`src/bba_pkg.sv`:
```
// Shared types and constants of the bitmap block allocator.
// Used by bitmap_block_allocator and bba_checker; depends on nothing.
package bba_pkg;

    localparam int unsigned BLOCK_BYTES_DEF = 16;
    localparam int unsigned NUM_BLOCKS_DEF  = 256;
    localparam int unsigned WORD_BITS       = 16;
    localparam logic [31:0] HEAP_BASE_RESET = 32'h2000_1000;

    localparam logic OP_ALLOC = 1'b0;
    localparam logic OP_FREE  = 1'b1;

    localparam logic [2:0] ST_OK         = 3'd0;
    localparam logic [2:0] ST_NO_SPACE   = 3'd1;
    localparam logic [2:0] ST_NULL       = 3'd2;
    localparam logic [2:0] ST_BOUNDS     = 3'd3;
    localparam logic [2:0] ST_MISALIGNED = 3'd4;

    typedef struct packed {
        logic        op;
        logic [15:0] request_bytes;
        logic [31:0] free_address;
    } cmd_t;

    typedef struct packed {
        logic [31:0] block_address;
        logic [2:0]  status;
        logic [8:0]  blocks_changed;
    } result_t;

endpackage

```
`src/bitmap_block_allocator.sv`:
```
// Top level of the first-fit bitmap block allocator.
// Depends on bba_pkg and bba_div; keeps the used map in a word-wide memory.
//
//   channel   signals                         transfer
//   command   start, busy, cmd                beat taken when start && !busy
//   result    done, result                    one-cycle strobe, no back-pressure
//   config    cfg_valid, cfg_ready, cfg_data  beat taken when cfg_valid && cfg_ready
//
// An accepted command passes the block-size divider; an allocation then scans the 16-block
// map words up to the hit, marks each word of the range, and forms address, result and
// strobe. A free clears the used run word by word; a misaligned free ends after the divider,
// a failed scan after the last map word, and a null, out-of-bounds or oversized command at once.
// Reset clears the map at once through per-word valid bits; no clearing pass is run.
// The result is a one-cycle strobe; busy is low in that cycle, so a new command may follow.
module bitmap_block_allocator #(
    parameter int unsigned BLOCK_BYTES = bba_pkg::BLOCK_BYTES_DEF,
    parameter int unsigned NUM_BLOCKS  = bba_pkg::NUM_BLOCKS_DEF
) (
    input  logic             clk,
    input  logic             rst_n,
    input  logic             start,
    output logic             busy,
    input  bba_pkg::cmd_t    cmd,
    output logic             done,
    output bba_pkg::result_t result,
    input  logic             cfg_valid,
    output logic             cfg_ready,
    input  logic [31:0]      cfg_data
);

    localparam int unsigned WB        = bba_pkg::WORD_BITS;
    localparam int unsigned WB_W      = $clog2(WB);
    localparam int unsigned NUM_WORDS = (NUM_BLOCKS + WB - 1) / WB;
    localparam int unsigned WADDR_W   = (NUM_WORDS > 1) ? $clog2(NUM_WORDS) : 1;
    localparam int unsigned BI_W      = WADDR_W + WB_W;
    localparam int unsigned CNT_W     = $clog2(NUM_BLOCKS + 1);
    localparam int unsigned DIV_W     = $clog2((NUM_BLOCKS + 1) * BLOCK_BYTES);
    localparam int unsigned PROD_W    = BI_W + $clog2(BLOCK_BYTES + 1);
    localparam logic [31:0] HEAP_BYTES = 32'(NUM_BLOCKS * BLOCK_BYTES);
    localparam logic [WADDR_W-1:0] LAST_W = WADDR_W'(NUM_WORDS - 1);

    typedef enum logic [2:0] {
        S_IDLE, S_DIV, S_SCAN, S_MARK, S_MUL, S_ADDR, S_FREE, S_FIN
    } state_t;

    state_t              state_reg;
    logic                busy_reg;
    logic                done_reg;
    bba_pkg::result_t    result_reg;
    logic                op_reg;
    logic [31:0]         heap_base_reg;
    logic [CNT_W-1:0]    need_reg;
    logic [CNT_W-1:0]    carry_reg;
    logic [CNT_W-1:0]    cnt_reg;
    logic [WADDR_W-1:0]  word_ptr_reg;
    logic [WB_W-1:0]     bitpos_reg;
    logic [BI_W-1:0]     start_reg;
    logic [BI_W-1:0]     end_reg;
    logic [PROD_W-1:0]   prod_reg;

    // used map memory with per-word valid bits
    logic [WB-1:0]       mem [NUM_WORDS];
    logic                row_valid_reg [NUM_WORDS];
    logic [WB-1:0]       rd_data_reg;
    logic                rd_valid_reg;
    logic                rd_en;
    logic [WADDR_W-1:0]  rd_addr;
    logic                wr_en;
    logic [WADDR_W-1:0]  wr_addr;
    logic [WB-1:0]       wr_data;

    // divider
    logic                div_start;
    logic [DIV_W-1:0]    div_numer;
    logic                div_done;
    logic [CNT_W-1:0]    div_quot;
    logic [DIV_W-1:0]    div_rem;
    logic [BI_W-1:0]     div_blk;

    // word datapath
    logic [WB-1:0]       word_q;
    logic [WB-1:0]       inrange;
    logic [WB-1:0]       used_w;
    logic [WB-1:0]       free_w;
    logic [CNT_W-1:0]    need_scan;
    logic                hit;
    logic [WB_W-1:0]     hit_pos;
    logic [CNT_W-1:0]    next_carry;
    logic [BI_W-1:0]     hit_end;
    logic [BI_W-1:0]     hit_start;
    logic [BI_W:0]       start_wide;
    logic [WB-1:0]       mark_mask;
    logic [WB-1:0]       clr_mask;
    logic [WB_W:0]       ones_run;
    logic                free_cont;
    logic [CNT_W-1:0]    cnt_next;
    logic [31:0]         offset;
    logic                accept;

    assign accept    = start && !busy_reg;
    assign offset    = cmd.free_address - heap_base_reg;
    assign div_blk   = BI_W'(div_quot);
    assign need_scan = (need_reg == '0) ? CNT_W'(1) : need_reg;

    bba_div #(
        .BLOCK_BYTES (BLOCK_BYTES),
        .NUM_BLOCKS  (NUM_BLOCKS)
    ) u_div (
        .clk   (clk),
        .rst_n (rst_n),
        .start (div_start),
        .numer (div_numer),
        .done  (div_done),
        .quot  (div_quot),
        .rem   (div_rem)
    );

    always_comb
    begin
        div_start = 1'b0;
        div_numer = DIV_W'(offset);
        if (accept)
        begin
            if (cmd.op == bba_pkg::OP_ALLOC)
            begin
                div_start = (32'(cmd.request_bytes) <= HEAP_BYTES);
                div_numer = DIV_W'(32'(cmd.request_bytes) + 32'(BLOCK_BYTES - 1));
            end
            else
            begin
                div_start = (cmd.free_address != '0) && (offset < HEAP_BYTES);
            end
        end
    end

    // current word, with blocks past the heap end flagged
    assign word_q = rd_valid_reg ? rd_data_reg : '0;

    always_comb
    begin
        for (int j = 0; j < WB; j++)
        begin
            inrange[j] = (32'({word_ptr_reg, WB_W'(j)}) < 32'(NUM_BLOCKS));
        end
    end

    assign used_w = word_q | ~inrange;
    assign free_w = word_q & inrange;

    // first-fit scan of one word: free run length ending at each bit
    always_comb
    begin
        logic [CNT_W-1:0] run_len [WB];
        logic             seen;
        int               last_pos;
        hit     = 1'b0;
        hit_pos = '0;
        for (int j = 0; j < WB; j++)
        begin
            seen     = 1'b0;
            last_pos = 0;
            for (int k = 0; k < WB; k++)
            begin
                if (k <= j && used_w[k])
                begin
                    seen     = 1'b1;
                    last_pos = k;
                end
            end
            if (seen)
            begin
                run_len[j] = CNT_W'(j - last_pos);
            end
            else
            begin
                run_len[j] = carry_reg + CNT_W'(j + 1);
            end
        end
        for (int j = WB - 1; j >= 0; j--)
        begin
            if (!used_w[j] && run_len[j] >= need_scan)
            begin
                hit     = 1'b1;
                hit_pos = WB_W'(j);
            end
        end
        next_carry = run_len[WB-1];
    end

    assign hit_end    = {word_ptr_reg, hit_pos};
    assign start_wide = (BI_W + 1)'(hit_end) + (BI_W + 1)'(1) - (BI_W + 1)'(need_scan);
    assign hit_start  = BI_W'(start_wide);

    // set mask for the marked range within the current word
    always_comb
    begin
        logic [WB_W-1:0] lo;
        logic [WB_W-1:0] hi;
        lo = (word_ptr_reg == start_reg[BI_W-1:WB_W]) ? start_reg[WB_W-1:0] : '0;
        hi = (word_ptr_reg == end_reg[BI_W-1:WB_W]) ? end_reg[WB_W-1:0] : '1;
        for (int j = 0; j < WB; j++)
        begin
            mark_mask[j] = (WB_W'(j) >= lo) && (WB_W'(j) <= hi);
        end
    end

    // free: length of the used run starting at bitpos
    always_comb
    begin
        logic [WB-1:0] shifted;
        shifted  = free_w >> bitpos_reg;
        ones_run = (WB_W + 1)'(WB);
        for (int k = WB - 1; k >= 0; k--)
        begin
            if (!shifted[k])
            begin
                ones_run = (WB_W + 1)'(k);
            end
        end
        for (int j = 0; j < WB; j++)
        begin
            clr_mask[j] = ((WB_W + 1)'(j) >= (WB_W + 1)'(bitpos_reg))
                && ((WB_W + 1)'(j) < (WB_W + 1)'(bitpos_reg) + ones_run);
        end
    end

    assign free_cont = ((WB_W + 1)'(bitpos_reg) + ones_run == (WB_W + 1)'(WB))
        && (word_ptr_reg != LAST_W);
    assign cnt_next  = cnt_reg + CNT_W'(ones_run);

    // memory port control
    always_comb
    begin
        rd_en   = 1'b0;
        rd_addr = word_ptr_reg + 1'b1;
        wr_en   = 1'b0;
        wr_addr = word_ptr_reg;
        wr_data = word_q;
        unique case (state_reg)
            S_DIV:
            begin
                if (div_done)
                begin
                    if (op_reg == bba_pkg::OP_ALLOC)
                    begin
                        rd_en   = 1'b1;
                        rd_addr = '0;
                    end
                    else
                    begin
                        rd_en   = (div_rem == '0);
                        rd_addr = div_blk[BI_W-1:WB_W];
                    end
                end
            end
            S_SCAN:
            begin
                if (hit)
                begin
                    rd_en   = 1'b1;
                    rd_addr = hit_start[BI_W-1:WB_W];
                end
                else
                begin
                    rd_en = (word_ptr_reg != LAST_W);
                end
            end
            S_MARK:
            begin
                wr_en   = 1'b1;
                wr_data = word_q | mark_mask;
                rd_en   = (word_ptr_reg != end_reg[BI_W-1:WB_W]);
            end
            S_FREE:
            begin
                wr_en   = 1'b1;
                wr_data = word_q & ~clr_mask;
                rd_en   = free_cont;
            end
            S_IDLE, S_MUL, S_ADDR, S_FIN:
            begin
                rd_en = 1'b0;
            end
            default:
            begin
                rd_en = 1'b0;
            end
        endcase
    end

    always_ff @(posedge clk)
    begin
        if (wr_en)
        begin
            mem[wr_addr] <= wr_data;
        end
        if (rd_en)
        begin
            rd_data_reg <= mem[rd_addr];
        end
    end

    always_ff @(posedge clk or negedge rst_n)
    begin
        if (!rst_n)
        begin
            for (int i = 0; i < NUM_WORDS; i++)
            begin
                row_valid_reg[i] <= 1'b0;
            end
            rd_valid_reg <= 1'b0;
        end
        else
        begin
            if (wr_en)
            begin
                row_valid_reg[wr_addr] <= 1'b1;
            end
            if (rd_en)
            begin
                rd_valid_reg <= row_valid_reg[rd_addr];
            end
        end
    end

    always_ff @(posedge clk or negedge rst_n)
    begin
        if (!rst_n)
        begin
            heap_base_reg <= bba_pkg::HEAP_BASE_RESET;
        end
        else if (cfg_valid && cfg_ready)
        begin
            heap_base_reg <= cfg_data;
        end
    end

    always_ff @(posedge clk or negedge rst_n)
    begin
        if (!rst_n)
        begin
            state_reg <= S_IDLE;
            busy_reg  <= 1'b0;
            done_reg  <= 1'b0;
        end
        else
        begin
            done_reg <= 1'b0;
            unique case (state_reg)
                S_IDLE:
                begin
                    if (accept)
                    begin
                        busy_reg <= 1'b1;
                        op_reg   <= cmd.op;
                        if (div_start)
                        begin
                            state_reg <= S_DIV;
                        end
                        else
                        begin
                            state_reg <= S_FIN;
                            result_reg.block_address  <= '0;
                            result_reg.blocks_changed <= '0;
                            if (cmd.op == bba_pkg::OP_ALLOC)
                            begin
                                result_reg.status <= bba_pkg::ST_NO_SPACE;
                            end
                            else if (cmd.free_address == '0)
                            begin
                                result_reg.status <= bba_pkg::ST_NULL;
                            end
                            else
                            begin
                                result_reg.status <= bba_pkg::ST_BOUNDS;
                            end
                        end
                    end
                end
                S_DIV:
                begin
                    if (div_done)
                    begin
                        if (op_reg == bba_pkg::OP_ALLOC)
                        begin
                            need_reg     <= div_quot;
                            carry_reg    <= '0;
                            word_ptr_reg <= '0;
                            state_reg    <= S_SCAN;
                        end
                        else if (div_rem != '0)
                        begin
                            result_reg.block_address  <= '0;
                            result_reg.status         <= bba_pkg::ST_MISALIGNED;
                            result_reg.blocks_changed <= '0;
                            state_reg                 <= S_FIN;
                        end
                        else
                        begin
                            word_ptr_reg <= div_blk[BI_W-1:WB_W];
                            bitpos_reg   <= div_blk[WB_W-1:0];
                            cnt_reg      <= '0;
                            state_reg    <= S_FREE;
                        end
                    end
                end
                S_SCAN:
                begin
                    if (hit)
                    begin
                        start_reg <= hit_start;
                        end_reg   <= hit_end;
                        if (need_reg == '0)
                        begin
                            state_reg <= S_MUL;
                        end
                        else
                        begin
                            word_ptr_reg <= hit_start[BI_W-1:WB_W];
                            state_reg    <= S_MARK;
                        end
                    end
                    else if (word_ptr_reg == LAST_W)
                    begin
                        result_reg.block_address  <= '0;
                        result_reg.status         <= bba_pkg::ST_NO_SPACE;
                        result_reg.blocks_changed <= '0;
                        state_reg                 <= S_FIN;
                    end
                    else
                    begin
                        carry_reg    <= next_carry;
                        word_ptr_reg <= word_ptr_reg + 1'b1;
                    end
                end
                S_MARK:
                begin
                    if (word_ptr_reg == end_reg[BI_W-1:WB_W])
                    begin
                        state_reg <= S_MUL;
                    end
                    else
                    begin
                        word_ptr_reg <= word_ptr_reg + 1'b1;
                    end
                end
                S_MUL:
                begin
                    prod_reg  <= PROD_W'(start_reg) * PROD_W'(BLOCK_BYTES);
                    state_reg <= S_ADDR;
                end
                S_ADDR:
                begin
                    result_reg.block_address  <= heap_base_reg + 32'(prod_reg);
                    result_reg.status         <= bba_pkg::ST_OK;
                    result_reg.blocks_changed <= 9'(need_reg);
                    state_reg                 <= S_FIN;
                end
                S_FREE:
                begin
                    if (free_cont)
                    begin
                        // run fills the word to its top: continue in the next word
                        word_ptr_reg <= word_ptr_reg + 1'b1;
                        bitpos_reg   <= '0;
                        cnt_reg      <= cnt_next;
                    end
                    else
                    begin
                        result_reg.block_address  <= '0;
                        result_reg.status         <= bba_pkg::ST_OK;
                        result_reg.blocks_changed <= 9'(cnt_next);
                        state_reg                 <= S_FIN;
                    end
                end
                S_FIN:
                begin
                    done_reg  <= 1'b1;
                    busy_reg  <= 1'b0;
                    state_reg <= S_IDLE;
                end
                default:
                begin
                    state_reg <= S_IDLE;
                end
            endcase
        end
    end

    assign busy      = busy_reg;
    assign done      = done_reg;
    assign result    = result_reg;
    assign cfg_ready = !busy_reg;

endmodule

```
`src/bba_div.sv`:
```
// Divider by the constant block size through a reciprocal multiply.
// Depends on nothing outside this file; instantiated by bitmap_block_allocator.
module bba_div #(
    parameter int unsigned BLOCK_BYTES = 16,
    parameter int unsigned NUM_BLOCKS  = 256
) (
    input  logic                                              clk,
    input  logic                                              rst_n,
    input  logic                                              start,
    input  logic [$clog2((NUM_BLOCKS + 1) * BLOCK_BYTES)-1:0] numer,
    output logic                                              done,
    output logic [$clog2(NUM_BLOCKS + 1)-1:0]                 quot,
    output logic [$clog2((NUM_BLOCKS + 1) * BLOCK_BYTES)-1:0] rem
);

    localparam int unsigned DIV_W  = $clog2((NUM_BLOCKS + 1) * BLOCK_BYTES);
    localparam int unsigned QW     = $clog2(NUM_BLOCKS + 1);
    localparam int unsigned SH     = DIV_W + $clog2(BLOCK_BYTES);
    localparam int unsigned RCP_W  = DIV_W + 2;
    localparam int unsigned PROD_W = DIV_W + RCP_W;
    // ceil(2^SH / BLOCK_BYTES) gives the exact quotient for every DIV_W-bit numerator
    localparam logic [RCP_W-1:0] RECIP =
        RCP_W'(((64'd1 << SH) + 64'(BLOCK_BYTES) - 64'd1) / 64'(BLOCK_BYTES));

    logic [DIV_W-1:0]  num_reg;
    logic [QW-1:0]     quot_reg;
    logic [DIV_W-1:0]  rem_reg;
    logic              stage1_reg;
    logic              stage2_reg;
    logic              done_reg;
    logic [PROD_W-1:0] prod;
    logic [DIV_W-1:0]  back;

    assign prod = PROD_W'(num_reg) * PROD_W'(RECIP);
    assign back = DIV_W'(quot_reg) * DIV_W'(BLOCK_BYTES);

    always_ff @(posedge clk or negedge rst_n)
    begin
        if (!rst_n)
        begin
            stage1_reg <= 1'b0;
            stage2_reg <= 1'b0;
            done_reg   <= 1'b0;
        end
        else
        begin
            stage1_reg <= start;
            stage2_reg <= stage1_reg;
            done_reg   <= stage2_reg;
            if (start)
            begin
                num_reg <= numer;
            end
            if (stage1_reg)
            begin
                quot_reg <= QW'(prod >> SH);
            end
            if (stage2_reg)
            begin
                rem_reg <= num_reg - back;
            end
        end
    end

    assign done = done_reg;
    assign quot = quot_reg;
    assign rem  = rem_reg;

endmodule

```
`config.mk`:
```
export PLATFORM = sky130hd
export DESIGN_NAME = bitmap_block_allocator
export DESIGN_NICKNAME = d
export VERILOG_FILES = /design/src/bba_pkg.sv /design/src/bitmap_block_allocator.sv /design/src/bba_div.sv
export SDC_FILE = /design/constraint.sdc
export NUM_CORES = 1
export LEC_CHECK = 0
export BUFFER_PORTS_ARGS = -buffer_cell sky130_fd_sc_hd__buf_4
export CORE_MARGIN = 8
export CORE_UTILIZATION = 49
export DETAILED_ROUTE_END_ITERATION = 8
export PLACE_DENSITY = 0.68
export RECOVER_POWER = 100
export SYNTH_ARGS = -nofsm -noshare
export SYNTH_HDL_FRONTEND = slang
export SYNTH_SLANG_ARGS = --single-unit
```
`constraint.sdc`:
```
create_clock -name clk -period 8.1 [get_ports clk]
set_input_delay 1.215 -clock clk [delete_from_list [all_inputs] [get_ports clk]]
set_output_delay 1.215 -clock clk [all_outputs]
set_load 0.01 [all_outputs]
```
==> impl_metrics.env, run 1 <==
export IMPL_outcome="finished, violations left"
export IMPL_violations="max-capacitance violations, max-slew violations"
export IMPL_path_clk_slew_ps=60
export IMPL_ys_types=94
export IMPL_start_kind="flop"
export IMPL_largest_reg_flops=256
export IMPL_p_sw_frac=0.4436
export IMPL_dp_cells=3788
export IMPL_initial_core_util=0.4971
export IMPL_die_w_um=263.7
export IMPL_timing_setup_tns_ps=0
export IMPL_mostFrequentLayoutCells="edfxtp_1 (411), ha_1 (248), nor2_1 (244)"
export IMPL_route_vias_total=23994
export IMPL_synth_fp_nets=3192
export IMPL_power_mw=14.45
export IMPL_track_usage=0.2575
export IMPL_final_nets=3403
export IMPL_path_max_fanout=40
export IMPL_final_area_um2=33870
export IMPL_worstSetupEndpointType="flop"
export IMPL_ys_flop_type="edfxtp_1"
export IMPL_dr_first_iter_drc_count=2077
export IMPL_drcViolationCount=0
export IMPL_core_area_um2=60470
export IMPL_worst_path_max_delay_cell="edfxtp_1"
export IMPL_cp_required_ps=8410
export IMPL_synth_seq_cells=468
export IMPL_clock_latency_ps=610
export IMPL_synth_edff_count=411
export IMPL_finalMaxSlewViolations=282
export IMPL_async_reset_ff_frac=0.1218
export IMPL_stdcell_count=3887
export IMPL_ios=132
export IMPL_timing_slew_headroom=-0.9917
export IMPL_finalCritPeriodShare=0.9602
export IMPL_io_buffers=131
export IMPL_grt_antenna_before_repair=2
export IMPL_routedWlPerCell_um=23.85
export IMPL_cts_made_buffers=49
export IMPL_setup_viol=0
export IMPL_final_hold_violation_count=0
export IMPL_placed_area_um2=32700
export IMPL_powerDensity_nw_per_um2=426.8
export IMPL_combPwrFrac=0.583
export IMPL_hold_class="reg2reg"
export IMPL_final_common_cell="edfxtp_1"
export IMPL_grt_ovfl_total=0
export IMPL_grt_first_pass_wirelength_um=141400
export IMPL_power_leakage_nw=13.46
export IMPL_yosys_warnings=0
export IMPL_timing_final_crit_period_ps=7778
export IMPL_worstPathArrival_ps=8090
export IMPL_n_fill_cell=5194
export IMPL_tightest_slew_ps=2988
export IMPL_cts_root_buffer="clkbuf_16"
export IMPL_ir_drop_uv=264.6
export IMPL_die_height_um=263.7
export IMPL_grt_max_degree=72
export IMPL_routed_via_density=6.173
export IMPL_tritoncts="yes"
export IMPL_drive_gt1_frac=0.1189
export IMPL_p_int_mw=8.042
export IMPL_netlist_area_um2=30060
export IMPL_postSynthAreaPerCell_um2=10.54
export IMPL_clock_sinks=468
export IMPL_cap_violations=12
export IMPL_p_seq_frac=0.270
export IMPL_antenna_left=0
export IMPL_critPathMaxStageDelay_ps=490
export IMPL_path_class="reg2reg"
export IMPL_dr_pass1_iters=6
export IMPL_place_hpwl_um=67850
export IMPL_switching_power_mw=6.411
export IMPL_area_delta_synth_final_pct=12.67
export IMPL_rsz0062_at_grt="no"
export IMPL_rows=90
export IMPL_fmax_ghz=0.1286
export IMPL_wirelength_um=92720
export IMPL_htreeDepth=2
export IMPL_cts_path_max_buffers=3
export IMPL_power_frac_clock=0.148
export IMPL_path_common_cell="a21oi_1"
export IMPL_place_congestion=1.070
export IMPL_grt_pass1_vias=24063
export IMPL_dieArea_um2=69520
export IMPL_ys_seq_area_frac=0.4581
export IMPL_finClkSkew_ps=35.71
export IMPL_postSynthCellCount=2853
critical path, delay by kind of cell, from the launching register on:
family                     cells  cell delay, ps
AOI/OAI and AO/OA             20            3170
DFF                            1             490
xor gates and xnor gates       1             170
and+or+nand+nor                8            1660
buffers and inverters          1             300
muxes                          1             360
adders and majority gates      5            1270
final cells by class:
| cell class | count | area (um^2) | share of cell area |
|---|---|---|---|
| multi-input combinational | 2152 | 15340 | 0.4531 |
| antenna | 2 | 5.005 | 0.0001478 |
| tap | 782 | 978.4 | 0.02889 |
| timing repair buffer | 278 | 1827 | 0.05394 |
| clock inverter | 30 | 231.5 | 0.006835 |
| sequential | 468 | 13770 | 0.4066 |
| clock buffer | 60 | 1277 | 0.03772 |
| inverter | 115 | 431.7 | 0.01275 |
cells in the mapped netlist, drive strengths merged, types with 11 or more instances:
| cell type | number | share of area |
|---|---|---|
| a21oi | 155 | 0.026 |
| xor2 | 64 | 0.019 |
| and3 | 19 | 0.0040 |
| dfrtp | 55 | 0.046 |
| nand3 | 66 | 0.011 |
| xnor2 | 96 | 0.028 |
| a2111oi | 15 | 0.0056 |
| mux2 | 45 | 0.017 |
| nor3 | 43 | 0.0073 |
| a211o | 16 | 0.0047 |
| o211ai | 15 | 0.0037 |
| a22oi | 21 | 0.0059 |
| or2 | 25 | 0.0052 |
| ha | 248 | 0.10 |
| nand2b | 41 | 0.0090 |
| buf | 47 | 0.011 |
| o221ai | 24 | 0.0070 |
| nor2b | 41 | 0.0085 |
| and2 | 22 | 0.0046 |
| a211oi | 18 | 0.0045 |
| nor2 | 251 | 0.031 |
| nor4 | 35 | 0.0082 |
| o21a | 27 | 0.0067 |
| a21o | 40 | 0.010 |
| nand2 | 239 | 0.030 |
| or3 | 25 | 0.0052 |
| o21ai | 212 | 0.035 |
| nand4 | 26 | 0.0054 |
| edfxtp | 411 | 0.41 |
| mux2i | 158 | 0.053 |
| o21bai | 11 | 0.0027 |
| o22ai | 22 | 0.0046 |
| inv | 114 | 0.014 |
| clkbuf | 71 | 0.0089 |
kinds of logic after synthesis:
kind of cell / after synthesis / synth area share
adders and majority gates: 254 / 0.1072
muxes: 206 / 0.07172
buffers and inverters: 233 / 0.03380
AOI/OAI and AO/OA: 673 / 0.1457
and+or+nand+nor: 859 / 0.1367
DFF: 468 / 0.4581
xor gates and xnor gates: 160 / 0.04662
power groups by stage:
stage               Combinational, mW  Clock [mW]  Sequential, mW
floorplan                        5.71           0            3.76
global placement                 8.13           0            3.90
detailed placement               8.33           0            3.91
CTS                              8.39        2.17            3.87
global route                     9.17        2.25            3.93
finish                           8.42        2.13            3.90
timing repair:
item / in CTS / in global routing
resized for setup: 2 / 13
gates cloned: 0 / 1
buffers inserted: 0 / 6
hold buffers: 0 / 0
pin swaps: 0 / 1
endpoints found under the setup margin: 16 / 17
hold endpoints to repair: 0 / 0
worst paths after layout:
path                                   from           endpoint  slack (ps)  depth (start not counted)
max                          rd_data_reg[2]    rd_data_reg[14]         320                         36
min                        u_div.stage1_reg   u_div.stage2_reg         370                          0
max reg2reg                  rd_data_reg[2]    rd_data_reg[14]         320                         36
min reg2reg                u_div.stage1_reg   u_div.stage2_reg         370                          0
max in group asynchronous             rst_n               done        3850                          2
min in group asynchronous             rst_n  heap_base_reg[15]         850                          1
layer usage:
| metal | track usage | wire length [um] | up-vias |
|---|---|---|---|
| met5 | 0 | 0 | - |
| met1 | 0.3170 | 36510 | 11615 |
| met2 | 0.4319 | 43900 | 1031 |
| met3 | 0.03781 | 6436 | 306 |
| li1 | - | - | 11042 |
| met4 | 0.1444 | 5874 | 0 |
per-stage QoR:
step	util	hold WS (ps)	setup slack (ps)
finish	0.5600	373.5	322.1
global route	0.5600	388.6	7.073
CTS	0.5657	371.4	17.63
detailed placement	0.5407	358.9	-108.1
global placement	0.5407	353.0	2.320
floorplan	-	346.1	789.1
Note: power is estimated with default switching activity, not from simulation.
==> inputs of run 2 (changes only) <==
--- a/config.mk
+++ b/config.mk
@@ -13,4 +13,5 @@
 export RECOVER_POWER = 100
 export SYNTH_ARGS = -nofsm -noshare
 export SYNTH_HDL_FRONTEND = slang
+export SYNTH_HIERARCHICAL = 1
 export SYNTH_SLANG_ARGS = --single-unit
==> run 2 against run 1 <==
  * The run still ends with max-capacitance violations, max-slew violations left
  * First-iteration DRC count rose by 21%
  * Power rose by 14%
  * Largest power group unchanged
  * Critical path type unchanged
  * Die area rose by 0.40%
  * Highest routed layer is now met5
==> impl_metrics.env, run 2 <==
export IMPL_finClkSkew_ps=33.02
export IMPL_final_nets=3542
export IMPL_powerDensity_nw_per_um2=483.0
export IMPL_path_class="reg2reg"
export IMPL_dr_first_iter_drc_count=2512
export IMPL_io_buffers=131
export IMPL_drive_gt1_frac=0.1102
export IMPL_die_height_um=264.2
export IMPL_final_hold_violation_count=0
export IMPL_final_common_cell="edfxtp_1"
export IMPL_yosysMostFrequentCell="edfxtp_1"
export IMPL_whs_ps=365.7
export IMPL_outcome="finished, violations left"
export IMPL_finalCritPeriodShare=0.9650
export IMPL_grt_pass1_vias=24709
export IMPL_tritoncts="yes"
export IMPL_path_clk_slew_ps=60
export IMPL_tightest_slew_ps=3879
export IMPL_cp_required_ps=8540
export IMPL_htreeDepth=2
export IMPL_yosysTopAreaCell="edfxtp_1"
export IMPL_yosys_warnings=6
export IMPL_antenna_left=0
export IMPL_cts_root_buffer="clkbuf_16"
export IMPL_routed_via_density=6.285
export IMPL_ys_flop_type="edfxtp_1"
export IMPL_area_delta_synth_final_pct=12.94
export IMPL_cts_path_max_buffers=3
export IMPL_stdcell_count=4030
export IMPL_worst_path_max_delay_cell="edfxtp_1"
export IMPL_initial_core_util=0.4928
export IMPL_violations="max-capacitance violations, max-slew violations"
export IMPL_ir_drop_uv=375.9
export IMPL_grt_max_degree=70
export IMPL_route_vias_total=25328
export IMPL_synthTopCellsByArea="edfxtp_1 (41%), ha_1 (10%), dfrtp_1 (4.6%)"
export IMPL_synth_fp_nets=3367
export IMPL_core_area_um2=61260
export IMPL_hold_class="reg2reg"
export IMPL_mostFrequentLayoutCells="edfxtp_1 (411), nand2_1 (346), ha_1 (250)"
export IMPL_critPathMaxStageDelay_ps=490
export IMPL_finalMaxSlewViolations=320
export IMPL_ys_types=97
export IMPL_synth_seq_cells=468
export IMPL_postSynthCellCount=3026
export IMPL_grt_ovfl_total=0
export IMPL_netlist_area_um2=30190
export IMPL_synth_common_cells="edfxtp_1 (411), nand2_1 (348), ha_1 (250)"
export IMPL_cap_violations=12
export IMPL_cts_made_buffers=48
export IMPL_dieArea_um2=69800
export IMPL_drcViolationCount=0
export IMPL_postSynthAreaPerCell_um2=9.976
export IMPL_setup_viol=0
export IMPL_final_area_um2=34090
export IMPL_wirelength_um=98650
export IMPL_start_kind="flop"
export IMPL_die_w_um=264.2
export IMPL_largest_reg_flops=256
export IMPL_clock_latency_ps=610
export IMPL_timing_slew_headroom=-1.586
export IMPL_grt_first_pass_wirelength_um=148000
export IMPL_path_common_cell="nor2_1"
export IMPL_power_mw=16.47
export IMPL_ios=132
export IMPL_synth_edff_count=411
export IMPL_routedWlPerCell_um=24.48
export IMPL_track_usage=0.2691
export IMPL_path_max_fanout=9
export IMPL_clock_sinks=468
export IMPL_placed_area_um2=32680
export IMPL_power_leakage_nw=13.33
export IMPL_fmax_ghz=0.1279
export IMPL_place_hpwl_um=70900
export IMPL_dr_pass1_iters=5
export IMPL_timing_final_crit_period_ps=7817
export IMPL_worstPathArrival_ps=8260
export IMPL_synth_top_area_frac=0.4089
export IMPL_worstSetupEndpointType="flop"
export IMPL_place_congestion=0.9845
export IMPL_async_reset_ff_frac=0.1218
export IMPL_num_antenna_cells=0
export IMPL_grt_antenna_before_repair=2
export IMPL_rows=91
export IMPL_dp_cells=3933
export IMPL_ys_seq_area_frac=0.4562
==> run 2: changes by cell type after synthesis, sizes merged, moves of 20 or more <==
cell / before / now
a211oi: 18 / 96
a21oi: 155 / 193
a32o: 2 / 33
and3: 19 / 108
clkbuf: 71 / 96
mux2: 45 / 21
mux2i: 158 / 13
nand2: 239 / 350
o21ai: 212 / 192
o221ai: 24 / 1
==> run 2: final timing paths <==
check | start | end | slack (ps) | cells past startpoint
max reg2reg | rd_data_reg[2] | rd_valid_reg | 280 | 32
min reg2reg | u_div/stage1_reg | u_div/stage2_reg | 370 | 0
max | rd_data_reg[2] | rd_valid_reg | 280 | 32
min | u_div/stage1_reg | u_div/stage2_reg | 370 | 0
max in group asynchronous | rst_n | rd_valid_reg | 3660 | 1
min in group asynchronous | rst_n | heap_base_reg[19] | 1960 | 1
==> run 2: logic make-up (layout without fill, tap and decap cells) <==
group / count (synthesis) / in the layout / share of synthesized area
AOI/OAI and AO/OA: 781 / 781 / 0.1688
xor gates and xnor gates: 166 / 166 / 0.04816
adders and majority gates: 256 / 256 / 0.1076
buffers and inverters: 270 / 482 / 0.03801
DFF: 468 / 468 / 0.4562
muxes: 37 / 38 / 0.01451
and+or+nand+nor: 1048 / 1049 / 0.1668
==> run 2: final cells by class <==
type | count | area [um^2]
Multi-Input combinational cell | 2290 | 15450
Timing Repair Buffer | 269 | 1857
Clock buffer | 66 | 1290
Sequential cell | 468 | 13770
Tap cell | 790 | 988.4
Clock inverter | 23 | 267.8
Inverter | 124 | 465.4
Fill cell | 5328 | 27160
==> run 2: metrics by stage <==
stage	utilization	setup slack [ps]	TNS, ps
after floorplan	-	817.9	0
after global placement	0.5334	-1.242	-1.242
after detailed placement	0.5334	-41.83	-41.83
after CTS	0.5590	48.86	0
after global routing	0.5565	-11.19	-22.10
final	0.5565	283.4	0
==> run 2: power by group <==
part | internal [mW] | leakage (nW) | switching, mW
sequential | 3.68 | 4.44 | 0.383
combinational | 3.82 | 8.13 | 6.37
clock | 1.26 | 0.753 | 0.952
total | 8.76 | 13.3 | 7.71
==> run 2: routing by layer <==
layer | track usage | wire length, um
met3 | 0.03924 | 7186
met2 | 0.4538 | 47360
met4 | 0.1090 | 4367
met1 | 0.3458 | 39720
met5 | 0 | 9
==> run 2: what timing repair did <==
| action | in CTS | in global routing |
|---|---|---|
| endpoints found under the hold margin | 0 | 0 |
| hold buffers | 0 | 0 |
| gates cloned | 0 | 3 |
| endpoints found under the setup margin | 3 | 17 |
| pin swaps | 1 | 4 |
| resized for setup | 0 | 34 |
| buffers inserted | 1 | 4 |
==> run 2: worst max-delay path: cells and delay by family (launching register included) <==
family                     cells  cell delay (ps)
adders and majority gates      3              880
buffers and inverters          4              810
and+or+nand+nor               10             2400
DFF                            1              490
AOI/OAI and AO/OA             15             3050
